**config.mk**
```make
export PLATFORM = sky130hd
export DESIGN_NAME = bavg_div
export DESIGN_NICKNAME = d
export VERILOG_FILES = /design/src/design/bavg_pkg.sv /design/src/design/bavg_div.sv
export SDC_FILE = /design/constraint.sdc
export NUM_CORES = 1
export LEC_CHECK = 0
export ABC_AREA = 0
export BUFFER_PORTS_ARGS = -buffer_cell sky130_fd_sc_hd__buf_4
export CORE_MARGIN = 8
export CORE_UTILIZATION = 25
export CTS_CLUSTER_DIAMETER = 30
export DETAILED_ROUTE_END_ITERATION = 16
export GPL_TIMING_DRIVEN = 1
export PLACE_DENSITY_LB_ADDON = 0.15
export REMOVE_ABC_BUFFERS = 1
export SLEW_MARGIN = 20
export SYNTH_ARGS = -nofsm -noshare
export SYNTH_HDL_FRONTEND = slang
export SYNTH_SLANG_ARGS = --single-unit
```
**constraint.sdc**
```tcl
create_clock -name clk_i -period 4.1 [get_ports clk_i]
set_clock_uncertainty 0.15 [all_clocks]
set_input_delay 0 -clock clk_i [delete_from_list [all_inputs] [get_ports clk_i]]
set_output_delay 0 -clock clk_i [all_outputs]
set_load 0.01 [all_outputs]
```
**src/design/bavg_pkg.sv**
```systemverilog
`default_nettype none

package bavg_pkg;

  // Channel width of one color component
  localparam int unsigned CHANNEL_BITS = 8;
  // Bits in the quotient step counter of the divider
  localparam int unsigned STEP_BITS = $clog2(CHANNEL_BITS);

  // Configuration register indexes
  localparam logic [1:0] CFG_BLOCK_SIZE  = 2'd0;
  localparam logic [1:0] CFG_IMAGE_WIDTH = 2'd1;

  // Configuration write data width (widest register)
  localparam int unsigned CFG_DATA_BITS = 11;
  localparam int unsigned CFG_BLOCK_BITS = 5;

  // Sequencer states
  typedef enum logic [1:0] {
    S_IDLE,
    S_RMW,
    S_DIV,
    S_OUT
  } state_e;

  // Per-pixel tile position flags
  typedef struct packed {
    logic valid;   // pixel lies inside a whole tile
    logic first;   // top-left pixel of its tile
    logic last;    // bottom-right pixel of its tile
    logic eoi;     // tile is the last one of the shrunk image
  } pix_info_t;

endpackage

`default_nettype wire

```
**src/design/bavg_div.sv**
```systemverilog
`default_nettype none

// Three-channel restoring divider, one quotient bit per cycle per channel.
module bavg_div #(
  parameter int unsigned SUM_W  = 16,
  parameter int unsigned AREA_W = 9
) (
  input  wire logic                                     clk_i,
  input  wire logic                                     rst_ni,
  input  wire logic                                     start_i,
  input  wire logic [SUM_W-1:0]                         sum_r_i,
  input  wire logic [SUM_W-1:0]                         sum_g_i,
  input  wire logic [SUM_W-1:0]                         sum_b_i,
  input  wire logic [AREA_W-1:0]                        area_i,
  output logic                                          done_o,
  output logic [3*bavg_pkg::CHANNEL_BITS-1:0]           quo_o
);

  localparam int unsigned Q  = bavg_pkg::CHANNEL_BITS;
  localparam int unsigned SB = bavg_pkg::STEP_BITS;

  logic [SUM_W-1:0]       rem_q [3];
  logic [SUM_W-1:0]       rem_d [3];
  logic [Q-1:0]           quo_q [3];
  logic [Q-1:0]           quo_d [3];
  logic [SB-1:0]          cnt_q, cnt_d;
  logic                   busy_q, busy_d, done_q, done_d;
  logic [SUM_W-1:0]       dvs;
  logic [SUM_W-1:0]       sum_in [3];

  assign sum_in[0] = sum_r_i;
  assign sum_in[1] = sum_g_i;
  assign sum_in[2] = sum_b_i;

  // Compare against the divisor shifted to the current quotient bit
  always_comb begin
    dvs    = SUM_W'(area_i) << cnt_q;
    cnt_d  = cnt_q;
    busy_d = busy_q;
    done_d = 1'b0;
    for (int ch = 0; ch < 3; ch++) begin
      rem_d[ch] = rem_q[ch];
      quo_d[ch] = quo_q[ch];
    end
    if (start_i) begin
      cnt_d  = SB'(Q - 1);
      busy_d = 1'b1;
      for (int ch = 0; ch < 3; ch++) begin
        rem_d[ch] = sum_in[ch];
        quo_d[ch] = '0;
      end
    end else if (busy_q) begin
      for (int ch = 0; ch < 3; ch++) begin
        if (rem_q[ch] >= dvs) begin
          rem_d[ch] = rem_q[ch] - dvs;
          quo_d[ch] = {quo_q[ch][Q-2:0], 1'b1};
        end else begin
          quo_d[ch] = {quo_q[ch][Q-2:0], 1'b0};
        end
      end
      if (cnt_q == '0) begin
        busy_d = 1'b0;
        done_d = 1'b1;
      end else begin
        cnt_d = cnt_q - SB'(1);
      end
    end
  end

  always_ff @(posedge clk_i or negedge rst_ni) begin
    if (!rst_ni) begin
      busy_q <= 1'b0;
      done_q <= 1'b0;
      cnt_q  <= '0;
    end else begin
      busy_q <= busy_d;
      done_q <= done_d;
      cnt_q  <= cnt_d;
    end
  end

  always_ff @(posedge clk_i) begin
    for (int ch = 0; ch < 3; ch++) begin
      rem_q[ch] <= rem_d[ch];
      quo_q[ch] <= quo_d[ch];
    end
  end

  assign done_o = done_q;
  assign quo_o  = {quo_q[2], quo_q[1], quo_q[0]};

endmodule

`default_nettype wire

```
==> metrics.cfg <==
[routing]
drc=0
wirelength_um=17630
drtIter0Drc=207
first_pass_iters=4
wl_per_cell_um=16.49
vias_per_cell=4.891
vias=5229
ant_nets=0

[synth]
synthTopCellsByArea=edfxtp_1 25%, ha_1 11%, dfxtp_1 8.3%
synthMostInstantiatedCell=nand2_1
yosys_register_bits=77
ys_seq_area_share_pct=35.40
synth.avg_cell_area_um2=8.936
synthCells=647
ys_warn_count=0
synth_edf_count=48
synth_cell_types=64
synth_ff_type=edfxtp_1
async_reset_ff_share_pct=6.494
synth_top_area_share_pct=24.93
synth_top_cell_by_area=edfxtp_1
mappedNetlistArea_mm2=0.005782
synth_common_cells=82 x nand2_1, 64 x nor2_1, 50 x ha_1

[finish]
diodes=0
drive_gt1_share_pct=16.96
fin_nets=892
ff_latch_area_mm2=0.002047
area_delta_synth_final_pct=30.90
n_fill_cell=2360
multi_input_area_mm2=0.003558

[sta]
slew_viol_final=0
hold_violations=0
rsz0062_at_grt=no
fin_setup_tns_ps=0
min_period_over_period_pct=92.55
fin_crit_ps=3795
maxSlewHeadroom_pct=32.20
setup-violations-final=0
worst_slew_pin_slew_ps=1011
finalWorstSetupSlack_ps=305.5
fmax_mhz=263.5

[placement]
io_buffers=84
post-dp-hpwl_um=13640
pre_cts_ws_ps=193.2
gp_congestion=0.8706

[pwr]
seq_power_share_pct=25.8
powerDensity_mw_per_mm2=695.5
internal-power_mw=2.961
p_leak_nw=3.331
power_mw=5.264
p_comb_share_pct=58.9
peakVddDrop_v=0.0002024
p_clk_share_pct=15.2
switching_share_pct=43.75
net-switching-power_mw=2.303

[critical_path]
path_buf_inv=3
critPathArrivalTime_ps=3750
required_ps=4060
r2r_cells=14
path_common_cell=buf_4
crit_cells=14
start_kind=flip-flop
worstPathMaxFanout=10
cpLargestDelayFamily=compound AO/OA/AOI/OAI gates
path_class=flip-flop to flip-flop
endpoint_kind=flip-flop
path_cells=buf_4, mux2_2, nand2_1, o21ai_0, o21ai_1, buf_4, ha_1, a21oi_1, nor2_1, nor2_1, o311ai_1, nand2_1, a31oi_2, buf_4
cpPeakStageDelay_ps=510
critical_path.slowest_cell=dfrtp_1

[floorplanning]
die_w_um=168.1
die_y_um=168.1
core_area_mm2=0.02264
pin_count=85
rows=55
initial_core_util_pct=25.54
fp.dieArea_mm2=0.02825

[global_route]
antenna_found_initial=0
grt_first_pass_wirelength_um=28280
grtUsageTotal_pct=12.56
grt_max_degree=68
grt_pass1_vias=5317
grt_overflow_total=0

[run]
maxCapViolCount=0

[cts]
path_clk_slew_ps=70
cts_tree=built
cts-buffers-inserted=9
cts-root-buf=clkbuf_16
clk_latency_ps=350
htree_levels=3
cts.sinks=77
cts_max_path_buffers=2

[hold_path]
holdPathStages=4
hp-class=input pin to flip-flop

[status]
outcome=complete, no violations

routing by layer:
metal	vias to the layer above	track usage (%)	routed length, µm
li1	2662	-	-
met1	2473	16.64	8607
met2	84	20.55	8156
met3	10	2.619	714
met4	0	3.028	147
met5	-	0	0
power groups by stage:
stage	clock, mW	sequential (mW)	combinational (mW)
3_3_place_gp	0	1.38	3.01
4_1_cts	0.834	1.36	3.10
2_1_floorplan	0	1.34	2.28
3_5_place_dp	0	1.37	3.04
5_1_grt	0.857	1.39	3.47
6_report	0.800	1.36	3.10
path summary, 6_finish.rpt:
path                              startpoint           end  slack [ps]
worst max-delay path                cnt_q[0]  rem_q[0][34]         310
worst min-delay path              sum_g_i[8]  rem_q[0][24]         310
worst max register to register      cnt_q[0]  rem_q[0][34]         310
worst min register to register  quo_q[0][15]  quo_q[0][15]         350
max in group asynchronous             rst_ni        done_o        3110
min in group asynchronous             rst_ni      cnt_q[0]         470
final cells by class:
class / instances / area share (%)
Clock buffer: 9 / 2.976
Clock inverter: 7 / 0.8431
Inverter: 19 / 0.9423
Multi-Input combinational cell: 523 / 47.02
Sequential cell: 77 / 27.05
Tap cell: 285 / 4.712
Timing Repair Buffer: 149 / 16.47
sequential cells by signal, summed over array words and instances (netlist names):
name / flops
busy_q: 1
cnt_q: 3
done_o: 1
quo_q: 24
rem_q: 48
timing repair:
action	in CTS	in global routing
gates resized for setup	0	2
hold buffers	51	0
setup buffers	0	0
endpoints found under the setup margin	0	27
hold endpoints to repair	54	0
worst reg2reg max path, delay by kind of cell, from the launching register on:
kind	cells	cell delay (ps)
AO/OA/AOI/OAI	5	1070
buffers and inverters	3	640
AND/OR/NAND/NOR	4	540
flip-flops	1	510
multiplexers	1	350
adder cells (fa/ha/maj)	1	280
cell usage in the layout, fill, tap and decap left out, types with 11 or more instances in the layout:
| cell | count |
|---|---|
| a21o_1 | 18 |
| o31ai_1 | 13 |
| nor2_1 | 64 |
| inv_1 | 18 |
| buf_4 | 98 |
| ha_1 | 50 |
| nor3_1 | 12 |
| dlygate4sd3_1 | 51 |
| edfxtp_1 | 48 |
| nand3_1 | 12 |
| nand2_1 | 82 |
| o21a_1 | 12 |
| mux2i_1 | 33 |
| xor2_1 | 11 |
| a21oi_1 | 38 |
| dfxtp_1 | 24 |
| xnor2_1 | 14 |
| o21ai_0 | 41 |
| o21ai_1 | 14 |
cells by family after synthesis:
family                     Yosys count  share of synthesized area (%)
and+or+nand+nor                    210                          16.17
AOI/OAI and AO/OA                  195                          22.53
DFF                                 77                          35.40
adders and majority gates           53                          11.86
buffers and inverters               47                          3.181
muxes                               40                          7.077
xor gates and xnor gates            25                          3.787
through the flow:
stage	utilization, %	cells	instance area, µm²	hold slack, ps
2_1_floorplan	-	619	5669	-445.6
3_3_place_gp	29.89	1002	6768	-339.1
3_5_place_dp	29.89	1002	6768	-337.3
4_1_cts	33.42	1069	7567	298.9
5_1_grt	33.43	1069	7569	321.1
6_report	33.43	1069	7569	310.8
(Power assumes the default switching activity.)
