`src/design/bavg_pkg.sv`:
```
`default_nettype none

package bavg_pkg;

  // Channel width of one color component
  localparam int unsigned CHANNEL_BITS = 8;
  // Bits in the quotient step counter of the divider
  localparam int unsigned STEP_BITS = $clog2(CHANNEL_BITS);

  // Configuration register indexes
  localparam logic [1:0] CFG_BLOCK_SIZE  = 2'd0;
  localparam logic [1:0] CFG_IMAGE_WIDTH = 2'd1;

  // Configuration write data width (widest register)
  localparam int unsigned CFG_DATA_BITS = 11;
  localparam int unsigned CFG_BLOCK_BITS = 5;

  // Sequencer states
  typedef enum logic [1:0] {
    S_IDLE,
    S_RMW,
    S_DIV,
    S_OUT
  } state_e;

  // Per-pixel tile position flags
  typedef struct packed {
    logic valid;   // pixel lies inside a whole tile
    logic first;   // top-left pixel of its tile
    logic last;    // bottom-right pixel of its tile
    logic eoi;     // tile is the last one of the shrunk image
  } pix_info_t;

endpackage

`default_nettype wire

```
`src/design/bavg_ctrl.sv`:
```
`default_nettype none

// Configuration registers and raster position tracking.
module bavg_ctrl #(
  parameter int unsigned MAX_WIDTH = 1024,
  parameter int unsigned MAX_BLOCK = 16
) (
  input  wire logic                                    clk_i,
  input  wire logic                                    rst_ni,
  input  wire logic                                    cfg_we_i,
  input  wire logic [1:0]                              cfg_index_i,
  input  wire logic [bavg_pkg::CFG_DATA_BITS-1:0]      cfg_data_i,
  input  wire logic                                    advance_i,
  output bavg_pkg::pix_info_t                          info_o,
  output logic [$clog2(MAX_WIDTH)-1:0]                 addr_o,
  output logic [$clog2(MAX_BLOCK*MAX_BLOCK+1)-1:0]     area_o
);

  localparam int unsigned WW = $clog2(MAX_WIDTH + 1);
  localparam int unsigned BW = $clog2(MAX_BLOCK + 1);
  localparam int unsigned AW = $clog2(MAX_WIDTH);
  localparam int unsigned AREA_W = $clog2(MAX_BLOCK * MAX_BLOCK + 1);
  localparam int unsigned PW = ((WW > BW) ? WW : BW) + 2;
  localparam int unsigned RST_B = (MAX_BLOCK < 2) ? 1 : 2;
  localparam int unsigned RST_W = (MAX_WIDTH < 1024) ? MAX_WIDTH : 1024;
  localparam int unsigned CFG_BLOCK_BITS_L = bavg_pkg::CFG_BLOCK_BITS;

  logic [BW-1:0]     blk_q, blk_d;
  logic [WW-1:0]     wid_q, wid_d;
  logic [AREA_W-1:0] area_q, area_d;
  logic [WW-1:0]     col_q, col_d, tsc_q, tsc_d, row_q, row_d, tsr_q, tsr_d;
  logic [BW-1:0]     kc_q, kc_d, kr_q, kr_d;
  logic [AW-1:0]     tc_q, tc_d;

  logic [CFG_BLOCK_BITS_L-1:0] cfg_blk;
  logic [BW-1:0]     blk_new;
  logic [WW-1:0]     wid_new;
  logic              cfg_hit;
  logic [PW-1:0]     b_p, w_p, c_end, r_end;
  logic [WW:0]       col_inc, row_inc;
  logic [BW-1:0]     b_m1;

  // Clamp written values into their legal ranges
  always_comb begin
    cfg_blk = cfg_data_i[CFG_BLOCK_BITS_L-1:0];
    if (cfg_blk == '0) begin
      blk_new = BW'(1);
    end else if (32'(cfg_blk) > MAX_BLOCK) begin
      blk_new = BW'(MAX_BLOCK);
    end else begin
      blk_new = BW'(cfg_blk);
    end
    if (cfg_data_i == '0) begin
      wid_new = WW'(1);
    end else if (32'(cfg_data_i) > MAX_WIDTH) begin
      wid_new = WW'(MAX_WIDTH);
    end else begin
      wid_new = WW'(cfg_data_i);
    end
  end

  // Register writes; any known register restarts the image
  always_comb begin
    blk_d   = blk_q;
    wid_d   = wid_q;
    cfg_hit = 1'b0;
    if (cfg_we_i) begin
      case (cfg_index_i)
        bavg_pkg::CFG_BLOCK_SIZE: begin
          blk_d   = blk_new;
          cfg_hit = 1'b1;
        end
        bavg_pkg::CFG_IMAGE_WIDTH: begin
          wid_d   = wid_new;
          cfg_hit = 1'b1;
        end
        default: begin
          cfg_hit = 1'b0;
        end
      endcase
    end
    area_d = AREA_W'((2*BW)'(blk_d) * (2*BW)'(blk_d));
  end

  // Tile geometry of the current pixel
  always_comb begin
    b_p   = PW'(blk_q);
    w_p   = PW'(wid_q);
    c_end = PW'(tsc_q) + b_p;
    r_end = PW'(tsr_q) + b_p;
    b_m1  = blk_q - BW'(1);
    info_o.valid = (c_end <= w_p) && (r_end <= w_p);
    info_o.first = (kc_q == '0) && (kr_q == '0);
    info_o.last  = (kc_q == b_m1) && (kr_q == b_m1);
    info_o.eoi   = ((c_end + b_p) > w_p) && ((r_end + b_p) > w_p);
  end

  // Raster position advance
  always_comb begin
    col_d   = col_q;
    tsc_d   = tsc_q;
    kc_d    = kc_q;
    tc_d    = tc_q;
    row_d   = row_q;
    tsr_d   = tsr_q;
    kr_d    = kr_q;
    col_inc = {1'b0, col_q} + (WW+1)'(1);
    row_inc = {1'b0, row_q} + (WW+1)'(1);
    if (cfg_hit) begin
      col_d = '0; tsc_d = '0; kc_d = '0; tc_d = '0;
      row_d = '0; tsr_d = '0; kr_d = '0;
    end else if (advance_i) begin
      if (col_inc >= (WW+1)'(wid_q)) begin
        col_d = '0; tsc_d = '0; kc_d = '0; tc_d = '0;
        if (row_inc >= (WW+1)'(wid_q)) begin
          row_d = '0; tsr_d = '0; kr_d = '0;
        end else begin
          row_d = row_inc[WW-1:0];
          if (kr_q + BW'(1) == blk_q) begin
            kr_d  = '0;
            tsr_d = tsr_q + WW'(blk_q);
          end else begin
            kr_d = kr_q + BW'(1);
          end
        end
      end else begin
        col_d = col_inc[WW-1:0];
        if (kc_q + BW'(1) == blk_q) begin
          kc_d  = '0;
          tsc_d = tsc_q + WW'(blk_q);
          tc_d  = tc_q + AW'(1);
        end else begin
          kc_d = kc_q + BW'(1);
        end
      end
    end
  end

  always_ff @(posedge clk_i or negedge rst_ni) begin
    if (!rst_ni) begin
      blk_q  <= BW'(RST_B);
      wid_q  <= WW'(RST_W);
      area_q <= AREA_W'(RST_B * RST_B);
      col_q  <= '0;
      tsc_q  <= '0;
      kc_q   <= '0;
      tc_q   <= '0;
      row_q  <= '0;
      tsr_q  <= '0;
      kr_q   <= '0;
    end else begin
      blk_q  <= blk_d;
      wid_q  <= wid_d;
      area_q <= area_d;
      col_q  <= col_d;
      tsc_q  <= tsc_d;
      kc_q   <= kc_d;
      tc_q   <= tc_d;
      row_q  <= row_d;
      tsr_q  <= tsr_d;
      kr_q   <= kr_d;
    end
  end

  assign addr_o = tc_q;
  assign area_o = area_q;

endmodule

`default_nettype wire

```
`config.mk`:
```
export PLATFORM = sky130hd
export DESIGN_NAME = bavg_ctrl
export DESIGN_NICKNAME = d
export VERILOG_FILES = /design/src/design/bavg_pkg.sv /design/src/design/bavg_ctrl.sv
export SDC_FILE = /design/constraint.sdc
export NUM_CORES = 1
export LEC_CHECK = 0
export ABC_AREA = 1
export BUFFER_PORTS_ARGS = -buffer_cell sky130_fd_sc_hd__buf_2
export CAP_MARGIN = 10
export CORE_ASPECT_RATIO = 0.6
export CORE_MARGIN = 5
export CORE_UTILIZATION = 27
export DETAILED_ROUTE_END_ITERATION = 8
export HOLD_SLACK_MARGIN = 0.1
export SETUP_SLACK_MARGIN = 0.1
export SLEW_MARGIN = 40
export SYNTH_ARGS = -nofsm -noshare
export SYNTH_HDL_FRONTEND = slang
export SYNTH_SLANG_ARGS = --single-unit
```
`constraint.sdc`:
```
create_clock -name clk_i -period 12.1 [get_ports clk_i]
set_input_delay 0.605 -clock clk_i [delete_from_list [all_inputs] [get_ports clk_i]]
set_output_delay 0.605 -clock clk_i [all_outputs]
set_load 0.03 [all_outputs]
```
==> flow_summary.ini <==
[synthesis]
synth_area_leaders = dfrtp_1, ha_1, nand2_1
yosys.area.top_type = dfrtp_1
ys_ff_latch = 87
async_reset_ff_share_pct = 100.0
synth_top_area_share_pct = 26.28
yosysMostFrequentCell = nand2_1
synthesis.nets = 1231
yosys-top-cells-count = nand2_1, inv_1, ha_1
synth_warnings = 0
synth_cell_type_count = 44
synth_flop_cell = dfrtp_1
synth.cell_area_sq_um = 7999
synth_area_per_cell_sq_um = 7.252
synth-seq-area-share_pct = 27.26
synth_edf_count = 0
synthCells = 1103

[power]
peakVddDrop_uv = 75.61
p_per_area_nw_per_um2 = 186.6
total_leakage_power_nw = 4.687
p_seq_share_pct = 25.9
p_int_w = 0.0008410
clockPowerShare_pct = 16.8
p_sw_w = 0.0008120
sw_frac_of_total_pct = 49.12
combPwrFrac_pct = 57.3

[global_route]
grt_max_degree = 77
antenna_found_initial = 0
grt_pass1_vias = 6760
grt_pass1_wl_mm = 36.84
grtUsageTotal_pct = 13.85
grt_overflow = 0

[routing]
vias_per_cell = 4.707
top_layer_used = met4
final_antenna_net_count = 0
dr.first_iter.drc_count = 719
met1_length_mm = 11.93
routedWlPerCell_um = 14.62
wl_met2_mm = 8.755
wl_mm = 22.43
firstDrtPassIters = 6
drc = 0
dr_total_vias = 7220
dr_wl_met3_mm = 1.514

[clocking]
clk_pin_slew_ps = 80
clk_path_buf_depth = 2
postCtsSetupBuffers = 0
cts_tree = done
htreeDepth = 3
numClockSinks = 87
worst_skew_pair.late_latency_ps = 360
post_cts_resized = 0
root_buffer = clkbuf_16
cts_made_buffers = 9

[sta]
slew-limit-headroom_pct = 50.38
hold_viol = 0
tns_ps = 0
worst_hold_slack_ps = 481.5
fin_crit_sh_pct = 45.17
rsz0062_at_grt = false
max_freq_mhz = 183.0
fin_crit_ps = 5465
slew_viol_final = 0
final-setup-viol-count = 0
worstMarginPinSlew_ps = 743.5
skew_ps = 12.78

[die]
die_h_um = 143.3
die_x_um = 232.2
rows = 48
initial_core_util_pct = 27.63
core_sq_um = 28950
dieArea_sq_um = 33280
ioPinCount = 40

[critical_path]
cpMaxStageDelayCell = dfstp_2
crit_path_frequent_cell = nand2_1
path_delay_family = adder cells
crit_type = flop to output port
arrival_ps = 4860
critPathLaunchType = flop
rrSetupSlack_ps = 7760
max_stage_delay_ps = 630
r2r_cells = 16
critPathCaptureType = output port
cp_cell_sequence = inv_1 > fa_1 > xnor2_1 > ha_1 > nand2_1 > o21ai_0 > a21oi_1 > or2_2 > nor3_2 > xor2_1 > inv_1 > ha_1 > inv_1 > nor3_1 > o21ai_0 > nand2_1 > nand2_1 > nand2_1 > a21oi_1 > nand2_1 > nand2_1 > inv_1 > buf_2
crit_path_max_fanout = 7
critPathBufInv = 5
r2r_start = blk_q[4]$_DFF_PN0_
cp.required_ps = 11490
worstReg2RegEnd = area_o[8]$_DFF_PN0_

[layout]
fin_nets = 1257
drive_gt1_share_pct = 7.231
area_growth_pct = 10.73
fill_cells = 3125
multiInputGateArea_sq_um = 5090
ff_latch_area_sq_um = 2181
antennaDiodeCount = 0

[run]
cap_violations = 0

[status]
status = finished clean

[place]
gp_congestion = 0.8637
post-dp-hpwl_mm = 17.06
numPortBuffers = 38

[min_path]
worstHoldStart = tsc_q[4]$_DFFE_PN0P_
hp-class = flop to flop
whs_path_depth = 2
hold_end = tsc_q[4]$_DFFE_PN0P_
## per-stage QoR
stage / area (sq um) / std cells / total power [W] / util [%] / setup WS, ps
2_1_floorplan: 7999 / 1103 / 0.001118 / - / 7562
3_3_place_gp: 8556 / 1517 / 0.001349 / 29.56 / 7158
3_5_place_dp: 8564 / 1517 / 0.001363 / 29.59 / 7036
4_1_cts: 8857 / 1534 / 0.001652 / 30.60 / 6621
5_1_grt: 8857 / 1534 / 0.001821 / 30.60 / 6228
6_report: 8857 / 1534 / 0.001653 / 30.60 / 6635
## cells by family (layout without fill, tap and decap cells)
kind of cell               after synthesis  count (layout)  share of synthesized area [%]
other                                    1               1                        0.04688
and+or+nand+nor                        529             529                          28.83
adders and majority gates              111             111                          18.02
AOI/OAI and AO/OA                      121             121                          8.681
DFF                                     87              87                          27.26
buffers and inverters                  181             212                          9.166
xor gates and xnor gates                73              73                          7.993
## cells in the final DEF, fill, tap and decap left out, types with 3 or more instances in the layout
| master | synthesis | routed |
|---|---|---|
| nand2_1 | 279 | 279 |
| inv_1 | 155 | 155 |
| ha_1 | 104 | 104 |
| nand3_1 | 94 | 94 |
| dfrtp_1 | 84 | 84 |
| nor2_1 | 71 | 69 |
| xor2_1 | 54 | 54 |
| o21ai_0 | 47 | 46 |
| a21oi_1 | 42 | 42 |
| buf_2 | 10 | 37 |
| nand4_1 | 29 | 29 |
| nor3_1 | 28 | 28 |
| xnor2_1 | 19 | 19 |
| clkbuf_16 | 0 | 9 |
| o22ai_1 | 8 | 8 |
| nor2_2 | 5 | 7 |
| fa_1 | 7 | 7 |
| nor4_1 | 6 | 6 |
| a21o_1 | 5 | 5 |
| nand2_2 | 4 | 4 |
| nand3b_1 | 3 | 3 |
| o211ai_1 | 3 | 3 |
| or2_2 | 3 | 3 |
| o21a_1 | 3 | 3 |
| nand3_2 | 3 | 3 |
| dfstp_2 | 3 | 3 |
| clkinvlp_4 | 0 | 3 |
## cell type report
| type | instances | area share, % |
|---|---|---|
| Timing Repair Buffer | 41 | 2.500 |
| Clock inverter | 6 | 0.6074 |
| Clock buffer | 10 | 2.585 |
| Multi-Input combinational cell | 835 | 57.47 |
| Tap cell | 400 | 5.651 |
| Inverter | 155 | 6.569 |
| Sequential cell | 87 | 24.62 |
## tightest hold or removal path, cell delays in order, from the launching register on
cell	delay, ps
dfrtp_1	350
nand2_1	50
nand2_1	50
## worst max-delay path by stage
stage	startpoint	endpoint	slack, ps	cells past startpoint
after global placement	blk_q[1]$_DFF_PN1_	info_o[0]	7160	23
after floorplan	blk_q[1]$_DFF_PN1_	info_o[0]	7560	22
after global routing	blk_q[1]$_DFF_PN1_	info_o[0]	6230	23
final	blk_q[1]$_DFF_PN1_	info_o[0]	6630	23
after detailed placement	blk_q[1]$_DFF_PN1_	info_o[0]	7040	23
after CTS	blk_q[1]$_DFF_PN1_	info_o[0]	6620	23
## power by group through the flow
stage                     Clock, W  Sequential (W)  Combinational [W]
after floorplan                  0        0.000451           0.000667
after global placement           0        0.000430           0.000919
after detailed placement         0        0.000432           0.000931
after CTS                 0.000288        0.000426           0.000938
after global routing      0.000301        0.000439            0.00108
final                     0.000278        0.000428           0.000947
## state kept, by name, summed over array words and instances, names as in the netlist
signal / count
kc_q: 5
tsr_q: 11
row_q: 11
area_o: 8
addr_o: 10
blk_q: 4
wid_q: 11
kr_q: 5
tsc_q: 11
col_q: 11
## routing by layer
metal  vias to the layer above  global-route usage, %
met1                      3316                  21.44
met4                         0                  2.299
met3                        19                  3.061
li1                       3659                      -
met2                       226                  19.90
met5                         -                      0
## timing repair
action,4_1_cts,5_1_grt
hold buffers,1,0
setup endpoints to repair,0,0
endpoints found under the hold margin,11,0
Note: power is estimated with default switching activity, not from simulation.
